### src/rtl/mnmm_pkg.sv
// ---------------------------------------------------------------------------
// mnmm_pkg
// Shared types, constants and helpers of the MIDI note message matcher.
// ---------------------------------------------------------------------------
package mnmm_pkg;

  // Pattern register layout
  localparam int PAT_W      = 25;
  localparam int PAT_EN_BIT = 24;
  localparam int REG_COUNT  = 4;
  localparam int CFG_AW     = 2;

  // Default and range of the pattern table
  localparam int DEF_NUM_PATTERNS = 4;
  localparam int IDX_W            = 3;

  // Result word width, padded to whole bytes
  localparam int OUT_TDATA_W = 32;

  // Status byte kinds (upper nibble)
  localparam logic [3:0] KIND_NOTE_OFF = 4'h8;
  localparam logic [3:0] KIND_NOTE_ON  = 4'h9;

  // Data bytes held count codes
  localparam logic [1:0] HELD_NONE = 2'd0;
  localparam logic [1:0] HELD_ONE  = 2'd1;

  typedef enum logic [1:0] {
    ST_IDLE,
    ST_SCAN_STATUS,
    ST_SCAN_DATA,
    ST_FLUSH
  } seq_state_t;

  // Compare unit result
  typedef struct packed {
    logic status_hit;
    logic full_hit;
  } match_res_t;

  // One result word from the sequencer to the output register
  typedef struct packed {
    logic             valid;
    logic [IDX_W-1:0] index;
    logic [7:0]       status;
    logic [6:0]       d1;
    logic [6:0]       d2;
    logic             last;
  } push_t;

  // A pattern data byte with bit 7 set matches any value
  function automatic logic data_ok(input logic [7:0] want, input logic [6:0] got);
    return want[7] || (want == {1'b0, got});
  endfunction

endpackage

### src/rtl/mnmm_match_unit.sv
// ---------------------------------------------------------------------------
// mnmm_match_unit
// Shared compare unit: checks one pattern entry against a status byte and
// two data bytes.
// ---------------------------------------------------------------------------
module mnmm_match_unit
  import mnmm_pkg::*;
(
  input  logic [PAT_W-1:0] pattern,
  input  logic [7:0]       ref_status,
  input  logic [6:0]       ref_d1,
  input  logic [6:0]       ref_d2,
  output match_res_t       res
);

  // Enabled entry with the exact status byte
  assign res.status_hit = pattern[PAT_EN_BIT] && (pattern[23:16] == ref_status);

  // Status hit plus both data bytes equal or wildcarded
  assign res.full_hit = res.status_hit
                        && data_ok(pattern[15:8], ref_d1)
                        && data_ok(pattern[7:0], ref_d2);

endmodule

### src/rtl/mnmm_seq.sv
// ---------------------------------------------------------------------------
// mnmm_seq
// Parser state and scan sequencer: walks the pattern table one entry a
// cycle, while the output does not stall, through the shared compare unit and issues result words.
// ---------------------------------------------------------------------------
module mnmm_seq
  import mnmm_pkg::*;
#(
  parameter int NUM_PATTERNS = DEF_NUM_PATTERNS
)
(
  input  logic             clk,
  input  logic             rst_n,
  input  logic             in_fire,
  input  logic [7:0]       in_byte,
  output logic             in_ready,
  input  match_res_t       res,
  input  logic             can_push,
  output logic [IDX_W-1:0] scan_idx,
  output logic [7:0]       ref_status,
  output logic [6:0]       ref_d1,
  output logic [6:0]       ref_d2,
  output push_t            push
);

  localparam logic [IDX_W-1:0] LAST_IDX = IDX_W'(NUM_PATTERNS - 1);

  seq_state_t       state_r, state_nxt;
  logic [IDX_W-1:0] idx_r, idx_nxt;
  logic             pend_v_r, pend_v_nxt;
  logic [IDX_W-1:0] pend_idx_r, pend_idx_nxt;
  logic             collecting_r, collecting_nxt;
  logic [1:0]       bytes_held_r, bytes_held_nxt;
  logic [7:0]       byte_r, byte_nxt;
  logic [7:0]       held_status_r, held_status_nxt;
  logic [6:0]       held_d1_r, held_d1_nxt;
  logic             kind_ok;
  logic             stall;
  logic             at_last;

  assign kind_ok = (byte_r[7:4] == KIND_NOTE_ON) || (byte_r[7:4] == KIND_NOTE_OFF);
  assign at_last = (idx_r == LAST_IDX);
  // Hold the scan while a new hit finds a pending word that cannot leave
  assign stall   = res.full_hit && pend_v_r && !can_push;

  assign in_ready   = (state_r == ST_IDLE);
  assign scan_idx   = idx_r;
  assign ref_status = (state_r == ST_SCAN_STATUS) ? byte_r : held_status_r;
  assign ref_d1     = held_d1_r;
  assign ref_d2     = byte_r[6:0];

  // Next state
  always_comb begin
    state_nxt = state_r;
    unique case (state_r)
      ST_IDLE: begin
        if (in_fire) begin
          if (!collecting_r && in_byte[7]) begin
            state_nxt = ST_SCAN_STATUS;
          end else if (collecting_r && !in_byte[7] && bytes_held_r == HELD_ONE) begin
            state_nxt = ST_SCAN_DATA;
          end
        end
      end
      ST_SCAN_STATUS: begin
        if (res.status_hit || at_last) begin
          state_nxt = ST_IDLE;
        end
      end
      ST_SCAN_DATA: begin
        if (!stall && at_last) begin
          state_nxt = ST_FLUSH;
        end
      end
      ST_FLUSH: begin
        if (!pend_v_r || can_push) begin
          state_nxt = ST_IDLE;
        end
      end
      default: state_nxt = ST_IDLE;
    endcase
  end

  // Datapath and outputs
  always_comb begin
    idx_nxt         = idx_r;
    pend_v_nxt      = pend_v_r;
    pend_idx_nxt    = pend_idx_r;
    collecting_nxt  = collecting_r;
    bytes_held_nxt  = bytes_held_r;
    byte_nxt        = byte_r;
    held_status_nxt = held_status_r;
    held_d1_nxt     = held_d1_r;
    push.valid      = 1'b0;
    push.index      = pend_idx_r;
    push.status     = held_status_r;
    push.d1         = held_d1_r;
    push.d2         = byte_r[6:0];
    push.last       = 1'b0;
    unique case (state_r)
      ST_IDLE: begin
        if (in_fire) begin
          byte_nxt = in_byte;
          idx_nxt  = '0;
          pend_v_nxt = 1'b0;
          // First data byte of a message: latch it
          if (collecting_r && !in_byte[7] && bytes_held_r == HELD_NONE) begin
            held_d1_nxt    = in_byte[6:0];
            bytes_held_nxt = HELD_ONE;
          end
        end
      end
      ST_SCAN_STATUS: begin
        // First status hit decides; accept only note-on and note-off
        if (res.status_hit) begin
          if (kind_ok) begin
            held_status_nxt = byte_r;
            bytes_held_nxt  = HELD_NONE;
            collecting_nxt  = 1'b1;
          end
        end else if (!at_last) begin
          idx_nxt = idx_r + 1'b1;
        end
      end
      ST_SCAN_DATA: begin
        if (!stall) begin
          if (res.full_hit) begin
            // Release the earlier match; it is not the final one
            push.valid   = pend_v_r;
            pend_v_nxt   = 1'b1;
            pend_idx_nxt = idx_r;
          end
          if (!at_last) begin
            idx_nxt = idx_r + 1'b1;
          end
        end
      end
      ST_FLUSH: begin
        if (!pend_v_r || can_push) begin
          push.valid     = pend_v_r;
          push.last      = 1'b1;
          pend_v_nxt     = 1'b0;
          collecting_nxt = 1'b0;
          bytes_held_nxt = HELD_NONE;
        end
      end
      default: ;
    endcase
  end

  // Control registers
  always_ff @(posedge clk) begin
    if (!rst_n) begin
      state_r      <= ST_IDLE;
      idx_r        <= '0;
      pend_v_r     <= 1'b0;
      collecting_r <= 1'b0;
      bytes_held_r <= HELD_NONE;
    end else begin
      state_r      <= state_nxt;
      idx_r        <= idx_nxt;
      pend_v_r     <= pend_v_nxt;
      collecting_r <= collecting_nxt;
      bytes_held_r <= bytes_held_nxt;
    end
  end

  // Payload registers
  always_ff @(posedge clk) begin
    pend_idx_r    <= pend_idx_nxt;
    byte_r        <= byte_nxt;
    held_status_r <= held_status_nxt;
    held_d1_r     <= held_d1_nxt;
  end

endmodule

### src/rtl/midi_note_message_matcher_top.sv
// ---------------------------------------------------------------------------
// midi_note_message_matcher_top
// MIDI note-on/note-off parser with a pattern table and match results.
// ---------------------------------------------------------------------------
// One received MIDI byte is taken per input word. A status byte is checked
// against the entries in table order up to the first status hit, the byte
// completing a message against every entry, one entry per cycle while the
// output side does not stall, since a single compare unit walks the table.
// Each matching entry yields one result word in table order; the final one of
// a message has out_tlast set. A result word may wait in the output register
// while the next byte is accepted. The user must write pattern registers
// through the cfg port while the block is idle; the block does not enforce it.
module midi_note_message_matcher_top
  import mnmm_pkg::*;
#(
  parameter int NUM_PATTERNS = DEF_NUM_PATTERNS
)
(
  input  logic                   clk,
  input  logic                   rst_n,
  input  logic                   in_tvalid,
  output logic                   in_tready,
  input  logic [7:0]             in_tdata,   // [7:0] rx_byte
  output logic                   out_tvalid,
  input  logic                   out_tready,
  // [2:0] pattern_index, [10:3] status_byte, [17:11] first_data,
  // [24:18] second_data, [31:25] zero
  output logic [OUT_TDATA_W-1:0] out_tdata,
  output logic                   out_tlast,  // last_match
  input  logic                   cfg_wr_en,
  input  logic [CFG_AW-1:0]      cfg_addr,
  input  logic [PAT_W-1:0]       cfg_wdata
);

  localparam int NUM_REGS = (NUM_PATTERNS < REG_COUNT) ? NUM_PATTERNS : REG_COUNT;

  logic [PAT_W-1:0]       pat_r [NUM_REGS];
  logic [PAT_W-1:0]       pat_nxt [NUM_REGS];
  logic [PAT_W-1:0]       pat_sel;
  logic                   in_fire;
  logic                   can_push;
  logic [IDX_W-1:0]       scan_idx;
  logic [7:0]             ref_status;
  logic [6:0]             ref_d1;
  logic [6:0]             ref_d2;
  match_res_t             res;
  push_t                  push;
  logic                   out_valid_r, out_valid_nxt;
  logic [OUT_TDATA_W-1:0] out_data_r, out_data_nxt;
  logic                   out_last_r, out_last_nxt;

  assign in_fire  = in_tvalid && in_tready;
  assign can_push = !out_valid_r || out_tready;

  // Pattern register writes
  always_comb begin
    for (int k = 0; k < NUM_REGS; k++) begin
      pat_nxt[k] = pat_r[k];
      if (cfg_wr_en && cfg_addr == CFG_AW'(k)) begin
        pat_nxt[k] = cfg_wdata;
      end
    end
  end

  always_ff @(posedge clk) begin
    if (!rst_n) begin
      for (int k = 0; k < NUM_REGS; k++) begin
        pat_r[k] <= '0;
      end
    end else begin
      for (int k = 0; k < NUM_REGS; k++) begin
        pat_r[k] <= pat_nxt[k];
      end
    end
  end

  // Select the entry under scan; entries without a register stay disabled
  always_comb begin
    pat_sel = '0;
    for (int k = 0; k < NUM_REGS; k++) begin
      if (scan_idx == IDX_W'(k)) begin
        pat_sel = pat_r[k];
      end
    end
  end

  mnmm_match_unit u_match (
    .pattern    (pat_sel),
    .ref_status (ref_status),
    .ref_d1     (ref_d1),
    .ref_d2     (ref_d2),
    .res        (res)
  );

  mnmm_seq #(
    .NUM_PATTERNS (NUM_PATTERNS)
  ) u_seq (
    .clk        (clk),
    .rst_n      (rst_n),
    .in_fire    (in_fire),
    .in_byte    (in_tdata),
    .in_ready   (in_tready),
    .res        (res),
    .can_push   (can_push),
    .scan_idx   (scan_idx),
    .ref_status (ref_status),
    .ref_d1     (ref_d1),
    .ref_d2     (ref_d2),
    .push       (push)
  );

  // Output register: load a new word, drop a taken one
  always_comb begin
    out_valid_nxt = out_valid_r;
    out_data_nxt  = out_data_r;
    out_last_nxt  = out_last_r;
    if (push.valid) begin
      out_valid_nxt = 1'b1;
      out_data_nxt  = {(OUT_TDATA_W - IDX_W - 22)'(0),
                       push.d2, push.d1, push.status, push.index};
      out_last_nxt  = push.last;
    end else if (out_tready) begin
      out_valid_nxt = 1'b0;
    end
  end

  always_ff @(posedge clk) begin
    if (!rst_n) begin
      out_valid_r <= 1'b0;
    end else begin
      out_valid_r <= out_valid_nxt;
    end
  end

  always_ff @(posedge clk) begin
    out_data_r <= out_data_nxt;
    out_last_r <= out_last_nxt;
  end

  assign out_tvalid = out_valid_r;
  assign out_tdata  = out_data_r;
  assign out_tlast  = out_last_r;

endmodule

### config.mk
export PLATFORM = sky130hd
export DESIGN_NAME = midi_note_message_matcher_top
export DESIGN_NICKNAME = d
export VERILOG_FILES = /design/src/rtl/mnmm_pkg.sv /design/src/rtl/mnmm_match_unit.sv /design/src/rtl/mnmm_seq.sv /design/src/rtl/midi_note_message_matcher_top.sv
export SDC_FILE = /design/constraint.sdc
export NUM_CORES = 1
export LEC_CHECK = 0
export BUFFER_PORTS_ARGS = -buffer_cell sky130_fd_sc_hd__clkbuf_2
export CORE_ASPECT_RATIO = 0.7
export CORE_MARGIN = 4
export CORE_UTILIZATION = 44
export CTS_CLUSTER_SIZE = 16
export DETAILED_ROUTE_END_ITERATION = 8
export PLACE_DENSITY = 0.67
export SYNTH_ARGS = -nofsm -noshare
export SYNTH_HDL_FRONTEND = slang
export SYNTH_SLANG_ARGS = --single-unit
### constraint.sdc
create_clock -name clk -period 4.85 [get_ports clk]
set_input_delay 0.97 -clock clk [delete_from_list [all_inputs] [get_ports clk]]
set_output_delay 0.97 -clock clk [all_outputs]
set_load 0.01 [all_outputs]
== Word-level counts from Yosys, hierarchy flattened ==
Memory sizes are Yosys's and may differ from the RTL's.
Cells that the tools add are included.
Word-level totals
  register bits after elaboration: 62
  RAM bits: 100
  input bits: 40
  output and inout port bits: 35
  logic and storage cells: 137
  memories: 1
Operators by class
  add/sub/neg operators: 1
  equal/unequal tests: 26
  muxes and demuxes: 47
  bitwise logic cells: 5
  reduce and logical (&&, ||, !) cells: 45
Memory list
  pat_r: depth 4, bits a word 25, rd ports 4, clocked after memory_dff 0, write ports 4, line midi_note_message_matcher_top.sv:37  | logic [PAT_W-1:0] pat_r [NUM_REGS];
Operators by type and width (number)
  $mux 25: 12
  $mux 2: 10
  $eq 8x7->1: 2
  $logic_and 1x1->1: 15
  $mux 1: 14
  $mux 3: 4
  $ne 2x1->1 const B: 6
  $reduce_and 5->1: 2
  $pmux 3 s3: 1
  $reduce_and 3->1: 3
  $reduce_bool 3->1: 3
  $eq 2x2->1 const B: 4
  $eq 4x4->1 const B: 2
  $eq 8x8->1: 1
  $mux 8: 1
  $ne 2x2->1 const B: 4
  $pmux 2 s4: 1
  $reduce_and 4->1: 2
  $eq 2x1->1 const B: 3
  $eq 3x2->1 const B: 2
  $logic_not 1->1: 6
  $logic_not 2->1: 3
  $logic_or 1x1->1: 6
  $pmux 2 s3: 1
  other kinds (11): 16

== Depth between registers and ports, before layout ==
  word-level depth: 15
  depth in mapped cells: 15
  mapped depth without buffers: 11

== Hierarchy ==
Synthesis repeated with hierarchy kept, for this count alone.
Unflattened totals
  cells, all modules: 641
  area total of the unflattened synthesis: 7228.2 µm²
By module, submodules not included
  midi_note_message_matcher_top: times used 1, cells each 482, area an instance 5326.4 µm², sequential area each 2802.7 µm²
  mnmm_seq: times used 1, cells each 128, area an instance 1647.8 µm², sequential area each 940.9 µm²
  mnmm_match_unit: times used 1, cells each 31, area an instance 254.0 µm², sequential area each 0.0 µm²

== Worst setup path after synthesis ==
Ideal clock, no wire load.
  path type: flip-flop to flip-flop
  from: reg u_seq.idx_r[2], in the netlist u_seq.scan_idx[2]
  to: reg out_data_r[0], in the netlist out_tdata[0], enable pin
  library setup time: 409 ps
  arrival time: 4227 ps
  data required time: 4441 ps
  setup slack: 214 ps
  cell stages (with the launch flop): 14
  path buffers: 2
  period minus slack after synthesis: 4636 ps
  cells stage by stage: dfxtp_1 clkbuf_1 inv_1 ha_1 or2_1 buf_6 o221ai_2 o2111ai_1 or4_1 or4_4 o31ai_2 nand3_1 a21bo_2 nor2_1
Between the ends
  cells in the longest elaborated chain, start to end: 13
  elaborated cells between the ends (all ways): 21
  those cells by class: 6 x eq/ne; 7 x mux; 8 x reduce/logical
Ends and longest elaborated chain
  from (decl): line mnmm_seq.sv:29  | logic [IDX_W-1:0] idx_r, idx_nxt;
  from (signal assigned): line mnmm_seq.sv:161  | idx_r <= idx_nxt;
  $logic_not 3->1: line midi_note_message_matcher_top.sv:81  | if (scan_idx == IDX_W'(k)) begin
  $mux 25 (3 in a row): line midi_note_message_matcher_top.sv:81
  $mux 25 (*): line midi_note_message_matcher_top.sv:81
  $eq 8x8->1 or $eq 8x7->1 (tied branches): line mnmm_match_unit.sv:17, mnmm_pkg.sv:53
  $logic_and 1x1->1 or $logic_or 1x1->1 (tied branches): line mnmm_match_unit.sv:17, mnmm_pkg.sv:53
  $logic_and 1x1->1: line mnmm_match_unit.sv:21  | && data_ok(pattern[15:8], ref_d1)
  $logic_and 1x1->1 (*): line mnmm_match_unit.sv:22  | && data_ok(pattern[7:0], ref_d2);
  $logic_and 1x1->1 (2 in a row): line mnmm_seq.sv:44  | assign stall = res.full_hit && pend_v_r && !can_push;
  $mux 1 (*): line mnmm_seq.sv:126  | if (!stall) begin
  $pmux 1 s2 (*): line mnmm_seq.sv:100  | unique case (state_r)
  to (signal assigned): line midi_note_message_matcher_top.sv:136  | out_data_r <= out_data_nxt;
  to (decl): line midi_note_message_matcher_top.sv:49  | logic [OUT_TDATA_W-1:0] out_data_r, out_data_nxt;
Every way passes the cells marked *; elsewhere a longest branch is shown, timed or not.
A chain may end at the register's enable or synchronous reset.

== Worst setup path after layout ==
  from: reg u_seq.idx_r[0], in the netlist u_seq.scan_idx[0]
  to: reg out_data_r[15], in the netlist out_tdata[15], enable pin
The elaborated chain is that of the path after synthesis.

==> run summary <==
LOGIC SYNTHESIS
--------------------------------------------------------------------------------
Seq/Total Area, Yosys                                                      0.520
Count of distinct cell types in the synthesized netlist                       66
Most used flip-flop cell after synthesis                            sky130_fd_sc_hd__dfxtp_1
Yosys synthesis warning count                                                  0
FFs w/ async S/R, synth                                                        0
Mean instance size in the synthesized netlist                           8.82 µm²
Cell Area, Synth                                                        7190 µm²
Count of flip-flops with a built-in enable after synthesis                    52
Flip-flop and latch count after synthesis                                    161
Mapped Cells                                                                 816

CLOCK TREE
--------------------------------------------------------------------------------
Clock tree from TritonCTS                                                  built
Number of levels the H-tree was split into                                     4
Clock latency on the worst-skew pair                                     0.43 ns
Total CTS buffers                                                             17
Clk root buf                                                        sky130_fd_sc_hd__clkbuf_16
Total of hold buffers inserted after clock tree synthesis                      0
Post-CTS Setup Inserts                                                         0
CTS Buffer Depth                                                               2
Clock transition at the registers of the reported paths                  0.06 ns
Count of instances resized after the clock tree is built                       0
Number of clock sinks seen by CTS                                            161

GLOBAL ROUTING
--------------------------------------------------------------------------------
Grt peak-use layer                                                          met1
Number of antenna violations at the first check in global routing              0
Met3 Use GR                                                               0.0469
Via count of the first global-routing pass                                  5642
Total GRT Usage                                                            0.219
Met2 usage                                                                 0.328
Met1 usage in global routing                                               0.330
Global-route wire length before repair                                   31.6 mm
Maximum number of pins on one net before global-route repair                  60
Total congestion overflow                                                      0

ROUTING
--------------------------------------------------------------------------------
1st-pass router iterations                                                     6
Total wire length after detailed routing                                 20.1 mm
Via density per instance                                                    5.58
DRC Markers                                                                    0
Detail Route Antenna Nets                                                      0
Count of vias placed by the detailed router                                 6108
Mean routed wirelength per cell                                          18.3 µm
Drt initial violations                                                       560

STA
--------------------------------------------------------------------------------
Final setup violation count                                                    0
Worst-case hold slack                                                   0.414 ns
Highest attainable clock frequency                                     0.241 GHz
Final worst path period need                                             4.15 ns
Relative slew margins                                                      0.206
Tcrit/Tclk final                                                           0.855
Total Neg Setup Slack                                                       0 ns
Actual slew at the worst max-slew pin                                    1.19 ns
Final number of max-transition violations                                      0
Final worst clock skew                                                 0.0128 ns
Number of hold-slack violations in the final timing report                     0
Setup repair after global routing missed its margin                        false

FLOORPLAN
--------------------------------------------------------------------------------
Area of the core region                                                15700 µm²
Row count                                                                     38
Number of placed I/O pins                                                     75
Initial Utilization                                                        0.457
Total die area                                                         18500 µm²
Die height                                                                115 µm
Overall die width                                                         161 µm

PLACEMENT
--------------------------------------------------------------------------------
Placed standard-cell area                                               7670 µm²
Input/output buffers                                                          67
Final weighted congestion in routability-driven placement                  0.913
Final HPWL DP                                                            13.8 mm

FINAL LAYOUT
--------------------------------------------------------------------------------
Area grow syn2layout                                                       14.4%
# diodes                                                                       0
Number of nets in the final layout                                           912
Fraction of layout cells with a size suffix above 1                        0.150
Final standard cell area without fillers                                8230 µm²
Final standard cell utilization of the core                                0.523

POWER
--------------------------------------------------------------------------------
Maximum vdd ir drop                                                   0.000199 V
Total power per unit cell area                                        417 nW/µm²
Leakage power total                                                      2.96 nW

CRITICAL PATH
--------------------------------------------------------------------------------
CP Capture Type                                                             flop
Crit path required time                                                  4.94 ns
Worst Path Class, Setup                                             flop to flop
Nature of the critical path startpoint                                      flop
Maximum net fanout on the critical path                                       26
Arrival @ worst endpoint                                                 4.23 ns

FLOW RUN
--------------------------------------------------------------------------------
# Max-Cap Violations                                                           0

STATUS
--------------------------------------------------------------------------------
Status                                                              finished, final reports clean

HOLD PATH
--------------------------------------------------------------------------------
Hold WC Path Type                                                   flop to flop

==> where the power goes <==
group	leakage [nW]	internal, mW	switching [mW]	total [mW]
combinational	1.33	0.231	0.393	0.624
sequential	1.35	1.46	0.0723	1.53
clock	0.276	0.725	0.546	1.27
==> cells in the mapped netlist (all sizes together) (3+ instances only) <==
cell type	instances	share of area
nand4	5	0.0043
buf	21	0.018
a221oi	11	0.013
a211oi	5	0.0052
inv	18	0.0094
and3	3	0.0026
ha	10	0.017
nand3	13	0.0090
or4	3	0.0037
o22ai	6	0.0052
o21a	4	0.0042
nand3b	8	0.0083
mux2i	15	0.021
nor2b	14	0.013
a22oi	4	0.0042
o221ai	4	0.0057
nand2	241	0.13
nor3	7	0.0049
xor2	6	0.0073
or2	5	0.0043
a221o	5	0.0070
dfxtp	109	0.30
nor2	11	0.0057
o21ai	17	0.012
clkbuf	40	0.021
a21oi	126	0.088
edfxtp	52	0.22
a31oi	3	0.0026
nand2b	5	0.0043
o31ai	4	0.0049
o211ai	5	0.0052
==> cells in the final DEF (no fill, tap or decap), types with 4 or more instances in the layout <==
cell	instances
sky130_fd_sc_hd__nand4_1	5
sky130_fd_sc_hd__o21a_1	4
sky130_fd_sc_hd__o211ai_1	5
sky130_fd_sc_hd__inv_1	18
sky130_fd_sc_hd__nor3_1	7
sky130_fd_sc_hd__nor2b_1	13
sky130_fd_sc_hd__edfxtp_1	52
sky130_fd_sc_hd__ha_1	10
sky130_fd_sc_hd__o21ai_0	17
sky130_fd_sc_hd__clkbuf_8	5
sky130_fd_sc_hd__buf_4	15
sky130_fd_sc_hd__clkbuf_2	68
sky130_fd_sc_hd__nand2b_1	5
sky130_fd_sc_hd__dfxtp_1	109
sky130_fd_sc_hd__a22oi_1	4
sky130_fd_sc_hd__a21oi_1	126
sky130_fd_sc_hd__conb_1	7
sky130_fd_sc_hd__mux2i_1	15
sky130_fd_sc_hd__xor2_1	6
sky130_fd_sc_hd__nor2_1	9
sky130_fd_sc_hd__a221oi_1	11
sky130_fd_sc_hd__a211oi_1	5
sky130_fd_sc_hd__nand3_1	13
sky130_fd_sc_hd__clkbuf_16	17
sky130_fd_sc_hd__nand3b_1	8
sky130_fd_sc_hd__a221o_1	5
sky130_fd_sc_hd__o22ai_1	6
sky130_fd_sc_hd__nand2_1	241
==> kinds of logic after synthesis <==
group                    after synthesis  share of synthesized area
AND/OR/NAND/NOR                      330                      0.204
adder cells (fa/ha/maj)               10                     0.0174
flip-flops                           161                      0.520
multiplexers                          17                     0.0240
other                                  1                   0.000521
XOR/XNOR                               8                    0.00974
buffers and inverters                 80                     0.0489
AO/OA/AOI/OAI                        209                      0.176
==> through the flow <==
stage                     total power, mW  cells  worst slack [ns]
after floorplan                      1.98    822             0.214
after global placement               2.17   1063             0.793
after detailed placement             2.17   1063             0.731
after CTS                            3.43   1095             0.734
after global routing                 3.58   1095             0.426
final                                3.43   1095             0.705
==> sequential cells by signal, indices dropped and copies added, names as in the netlist, 2 cells and up <==
name	flops
u_seq.ref_d1	7
u_seq.held_status_r	8
out_tdata	25
u_seq.pend_idx_r	3
u_seq.state_r	2
u_seq.scan_idx	3
pat_r	100
u_seq.byte_r	8
==> path summary, 6_finish.rpt <==
check	from	end	slack (ns)	cells after the start
setup / recovery	u_seq.scan_idx[0]	out_tdata[15]	0.70	12
hold / removal	u_seq.pend_idx_r[2]	out_tdata[2]	0.41	0
setup reg to reg	u_seq.scan_idx[0]	out_tdata[15]	0.70	12
hold reg to reg	u_seq.pend_idx_r[2]	out_tdata[2]	0.41	0
==> final cells by class <==
class | instances | area (µm²)
Inverter | 19 | 71.3
Clock inverter | 8 | 51.3
Multi-Input combinational cell | 581 | 3140
Clock buffer | 24 | 503
Sequential cell | 161 | 3740
Fill cell | 1502 | 7510
Timing Repair Buffer | 82 | 448
Tap cell | 220 | 275
==> critical path, stage by stage (launching register included) <==
cell	delay [ns]
sky130_fd_sc_hd__dfxtp_1	0.35
sky130_fd_sc_hd__ha_1	0.23
sky130_fd_sc_hd__ha_1	0.34
sky130_fd_sc_hd__or2_1	0.47
sky130_fd_sc_hd__o221ai_2	0.23
sky130_fd_sc_hd__o2111ai_1	0.11
sky130_fd_sc_hd__or4_1	0.51
sky130_fd_sc_hd__or4_4	0.44
sky130_fd_sc_hd__o31ai_2	0.30
sky130_fd_sc_hd__nand3_1	0.15
sky130_fd_sc_hd__a21bo_2	0.25
sky130_fd_sc_hd__nor2_2	0.08
sky130_fd_sc_hd__buf_4	0.32
==> per-layer routing <==
metal,vias up,share of wire,routed length (µm)
li1,2922,-,-
met1,2907,0.48,9680
met2,259,0.43,8590
met3,20,0.081,1630
met4,0,0.0077,155
met5,-,0,0
Note: power is estimated with default switching activity, not from simulation.
